File: config.mk
export PLATFORM = sky130hd
export DESIGN_NAME = ssft_cell
export DESIGN_NICKNAME = d
export VERILOG_FILES = /design/src/hdl/ssft_pkg.sv /design/src/hdl/ssft_cell.sv
export SDC_FILE = /design/constraint.sdc
export NUM_CORES = 1
export LEC_CHECK = 0
export BUFFER_PORTS_ARGS = -buffer_cell sky130_fd_sc_hd__buf_2
export CAP_MARGIN = 25
export CELL_PAD_IN_SITES_DETAIL_PLACEMENT = 0
export CELL_PAD_IN_SITES_GLOBAL_PLACEMENT = 1
export CORE_ASPECT_RATIO = 0.75
export CORE_MARGIN = 2
export CORE_UTILIZATION = 30
export CTS_BUF_LIST = sky130_fd_sc_hd__clkbuf_8
export CTS_CLUSTER_SIZE = 14
export DETAILED_ROUTE_END_ITERATION = 16
export MAX_ROUTING_LAYER = met4
export PLACE_DENSITY_LB_ADDON = 0.1
export SLEW_MARGIN = 10
export SYNTH_ARGS = -nofsm -noshare
export SYNTH_HDL_FRONTEND = slang
export SYNTH_SLANG_ARGS = --single-unit
File: constraint.sdc
create_clock -name clk_i -period 3.79 [get_ports clk_i]
set_input_delay 0.758 -clock clk_i [delete_from_list [all_inputs] [get_ports clk_i]]
set_output_delay 0.758 -clock clk_i [all_outputs]
set_load 0.01 [all_outputs]
File: src/hdl/ssft_pkg.sv
`timescale 1ns / 1ps

package ssft_pkg;

  // Fixed field widths of the transfer payloads
  localparam int unsigned SizeW     = 32;
  localparam int unsigned AddrW     = 32;
  localparam int unsigned RidxW     = 8;
  localparam int unsigned FieldPosW = 9;
  localparam int unsigned MinSizeW  = 16;

  localparam logic [MinSizeW-1:0] MinSizeReset = 16'd16;

  typedef enum logic [1:0] {
    OP_INSERT = 2'd0,
    OP_FIND   = 2'd1,
    OP_REMOVE = 2'd2,
    OP_NONE   = 2'd3
  } op_e;

  typedef enum logic [1:0] {
    ST_OK    = 2'd0,
    ST_FULL  = 2'd1,
    ST_SMALL = 2'd2,
    ST_RANGE = 2'd3
  } status_e;

  typedef enum logic [1:0] {
    S_IDLE = 2'b01,
    S_UPD  = 2'b10
  } state_e;

  // Broadcast from the controller to every cell of the chain
  typedef struct packed {
    logic             cmp_en;
    logic [SizeW-1:0] cmp_key;
    logic             ins_en;
    logic             rem_en;
    logic [SizeW-1:0] ins_size;
    logic [AddrW-1:0] ins_addr;
  } cell_ctl_t;

endpackage

File: src/hdl/ssft_cell.sv
`timescale 1ns / 1ps

module ssft_cell import ssft_pkg::*; (
  input  logic             clk_i,
  input  cell_ctl_t        ctl_i,
  input  logic             occ_i,
  input  logic             rsel_i,
  input  logic             prev_lt_i,
  input  logic [SizeW-1:0] prev_size_i,
  input  logic [AddrW-1:0] prev_addr_i,
  input  logic [SizeW-1:0] next_size_i,
  input  logic [AddrW-1:0] next_addr_i,
  output logic [SizeW-1:0] size_o,
  output logic [AddrW-1:0] addr_o,
  output logic             lt_o,
  output logic             eq_o
);

  logic [SizeW-1:0] size_q;
  logic [AddrW-1:0] addr_q;
  logic             lt_q;
  logic             eq_q;

  // Compare the held size against the search key
  always_ff @(posedge clk_i) begin
    if (ctl_i.cmp_en) begin
      lt_q <= occ_i && (size_q < ctl_i.cmp_key);
      eq_q <= occ_i && (size_q == ctl_i.cmp_key);
    end
  end

  // Take the new region at the boundary, shift up above it, or shift down on remove
  always_ff @(posedge clk_i) begin
    if (ctl_i.ins_en && !lt_q) begin
      if (prev_lt_i) begin
        size_q <= ctl_i.ins_size;
        addr_q <= ctl_i.ins_addr;
      end else begin
        size_q <= prev_size_i;
        addr_q <= prev_addr_i;
      end
    end else if (ctl_i.rem_en && rsel_i) begin
      size_q <= next_size_i;
      addr_q <= next_addr_i;
    end
  end

  assign size_o = size_q;
  assign addr_o = addr_q;
  assign lt_o   = lt_q;
  assign eq_o   = eq_q;

endmodule

== After elaboration in Yosys (flattened, before gate mapping) ==
Cells that the tools add are included.
Cells by class
  equality and inequality tests: 1
  magnitude comparators: 1
  reduce and logical (&&, ||, !) cells: 6
  mux-type cells: 6
Operators with widths (number)
  $mux 32: 6
  $eq 32x32->1: 1
  $lt 32x32->1: 1
  $logic_and 1x1->1: 4
  $reduce_bool 2->1: 1
  $logic_not 1->1: 1
Word-level totals
  bits in registers: 66
  logic and storage cells: 18
  input port bits: 231
  output and inout bits: 66

== Longest topological paths before layout ==
  depth in word-level cells: 3
  depth in mapped cells: 7
  depth with buffers taken out: 7

== Least setup slack after synthesis ==
No wires, ideal clock.
  path type: input to register
  start: input ctl_i[65] (netlist bit)
  end: register addr_q[0], in the netlist addr_o[0], enable pin
  path buffers: 3
  path slack: 0.578 ns
  stages on the path: 5
  required time: 3.100 ns
  setup time: 0.690 ns
  arrival time: 2.522 ns
  cell sequence: nand2b_1 > buf_2 > clkbuf_1 > buf_2 > nand2_1
Between the ends
  cells in the longest elaborated chain, start to end: 2
Ends and longest elaborated chain
  start: declaration: RTL line ssft_cell.sv:5  | input cell_ctl_t ctl_i,
  $logic_and 1x1->1: RTL line ssft_cell.sv:34  | if (ctl_i.ins_en && !lt_q) begin
  $reduce_bool 2->1 (no source line)
  end signal: assignment: RTL line ssft_cell.sv:37  | addr_q <= ctl_i.ins_addr;
  end signal: assignment: RTL line ssft_cell.sv:40  | addr_q <= prev_addr_i;
  end signal: assignment: RTL line ssft_cell.sv:44  | addr_q <= next_addr_i;
  end: declaration: RTL line ssft_cell.sv:20  | logic [AddrW-1:0] addr_q;
No other way between the ends.
A chain may end at the register's enable or synchronous reset.

== Worst setup path after layout ==
  start: input ctl_i[80] (netlist bit)
  end: register lt_q, in the netlist lt_o (data pin)
Between the ends
  cells in the longest elaborated chain, start to end: 2
Ends and longest elaborated chain
  $lt 32x32->1: RTL line ssft_cell.sv:27  | lt_q <= occ_i && (size_q < ctl_i.cmp_key);
  $logic_and 1x1->1: RTL line ssft_cell.sv:27
  end signal: assignment: RTL line ssft_cell.sv:27
  end: declaration: RTL line ssft_cell.sv:21  | logic lt_q;
No other way between the ends.

==> metrics.txt <==
status=completed; Gates resized, CTS repair=0; TritonRoute pass-1 iters=4; vias in the first global route=3,982; Min Hold Slack=0.6475 ns; Hold/Removal Path Class=input pin to flip-flop; Sink Count=66; Post-Syn Area=4100 um^2; clock latency on the worst-skew pair=0.34 ns; vias per cell=4.509; Initial Utilization=31.17%; antenna violations before repair=1; setup TNS=0 ns; TritonCTS clock tree=built; WL final=12,730 um; cell with the largest stage delay on the worst path=nor4_1; Filler cells=1,341; Placement Cell Area=5731 um^2; CP Max Fanout=3; Clk Tree Root Cell=clkbuf_8; Boundary Pins=297; most frequent cells in the layout=buf_2 (295), nand2_1 (74), o21ai_0 (68); Area contributors post-synth=edfxtp_1 (48%), mux2i_1 (16%), ha_1 (9.8%); critical path startpoint category=input pin; clk_skew=0.006663 ns; final hold vios=0; Cell Rows=36; Slew headroom=41.79%; fin nets=947; routed vias=3,887; I/O Buffers=296; gr usage total=17.52%; Setup violations, final=0; number of distinct library cells after synthesis=27; most common cell after layout, fill and taps aside=buf_2; register area=1982 um^2; Hold Buf Count CTS=0; first-pass GRT wire length=19,530 um; Buffers & Inverters on Critical Path=2; Design Area, Final=5923 um^2; Pwr per Cell Area=324.5 nW/um^2; non-filler cells, final=862; Starting DRT DRC Count=88; CP required=3.87 ns; Num CTS Buffers=9; fin crit share=57.02%; area of the core=13,150 um^2; CTS H-Tree Depth=3; remaining global-route overflow=0; Synth-to-Final Area Change=44.46%; Max Slew Vio Count=0; Syn Nets=659; Tmin final=2.161 ns; max-cap violation count=0; RSZ-0062 raised after global routing=false; share of layout cells above drive strength 1=45.86%; Residual DRC=0; Synth top area share=48.34%; worst-margin pin slew=0.8731 ns; Max VDD drop=0.1556 mV; Worst Setup Path Type=input pin to flip-flop; Setup Fix Bufs, Post-CTS=0; die footprint=14,630 um^2; deepest clock path buffer count=2; Multi-input gate area=1916 um^2; FF+latch count, synth=66; largest net degree at the start of global routing=88; cell taking the most area after synthesis=edfxtp_1; Seq/Total Area, Yosys=48.34%; RD Place Congestion=0.8419; Critical Path, Cell by Cell=buf_2 -> inv_1 -> ha_1 -> nand4_1 -> nor4_1 -> a2111o_1 -> a211oi_2; R2R Setup Slk=1.71 ns; Die W=139.0 um; clock slew at reported path FFs=0.07 ns; Die Span Y=105.2 um; DR WL/cell=14.76 um; CP delay by family, top=simple AND/OR/NAND/NOR gates; Placed Cells=843; remaining antenna violation count=0; highest clock rate=462.8 MHz; slowest cell delay on critical path=0.57 ns; YS warnings=0; hpwl dp=10,410 um; worst endpoint data arrival time=2.24 ns; leak pwr=3.111 nW; CP endpoint kind=flip-flop; Avg Inst Size Synth=10.35 um^2; cell count after synthesis=396; total power=1.922 mW
## metal layers
layer	wire length (um)	global-route usage [%]	up-vias	share of wire, %
li1	-	-	1998	-
met4	131	4.257	0	1.0
met5	0	-	-	0
met2	6678	30.89	161	52
met3	1109	6.633	10	8.7
met1	4807	18.75	1718	38
## sequential cells by signal, indices dropped and copies added, names as in the netlist
name	cells
lt_o	1
size_o	32
addr_o	32
eq_o	1
## kinds of logic after synthesis
family,Yosys count,share of synthesized area [%]
buf+inv,55,5.310
compound gates,86,11.35
fa+ha+maj,32,9.765
mux,64,15.62
simple gates,93,9.613
flops,66,48.34
## per-stage QoR
step / utilization, % / setup slack [ns]
floorplan: - / 0.5778
global placement: 43.57 / 1.253
detailed placement: 43.57 / 1.277
CTS: 44.79 / 1.639
global route: 45.02 / 1.547
finish: 45.03 / 1.629
## power breakdown
| group | switching (mW) | internal (mW) |
|---|---|---|
| Combinational | 0.265 | 0.233 |
| Clock | 0.266 | 0.228 |
| Sequential | 0.0290 | 0.901 |
| Total | 0.560 | 1.36 |
## synth_stat cells, drive strengths merged
cell,count
a211oi,1
a21o,2
nand3,4
nor4,2
o21ai,68
mux2i,64
edfxtp,66
nand4,4
a221o,1
a2111o,1
nor2,2
clkbuf,12
a221oi,1
a22o,1
nand4b,1
nand2b,1
inv,34
ha,32
a21oi,11
nor3,1
nor2b,1
nand2,75
and4,1
and2,1
buf,9
## worst paths after layout
check,startpoint,end,cells past startpoint
worst max-delay path,ctl_i[80],lt_o$_DFFE_PP_,7
worst min-delay path,ctl_i[98],lt_o$_DFFE_PP_,1
worst min register to register,size_o[2]$_DFFE_PP_,eq_o$_DFFE_PP_,3
worst max register to register,size_o[14]$_DFFE_PP_,lt_o$_DFFE_PP_,5
## worst reg2reg max path, cell delays in order (launching register included)
cell	delay, ns
edfxtp_1	0.41
ha_1	0.34
nand4_1	0.18
nor4_1	0.57
a2111o_1	0.25
a211oi_2	0.06
## final cells by class
cell class,count,area share [%]
flip-flops and latches,66,33.46
multi-input cells,275,32.34
repair buffers,298,25.64
well taps,171,3.612
inverters,34,2.155
clock buffers,9,2.091
clock inverters,7,0.6126
diodes,2,0.08450
Note: power is estimated with default switching activity, not from simulation.
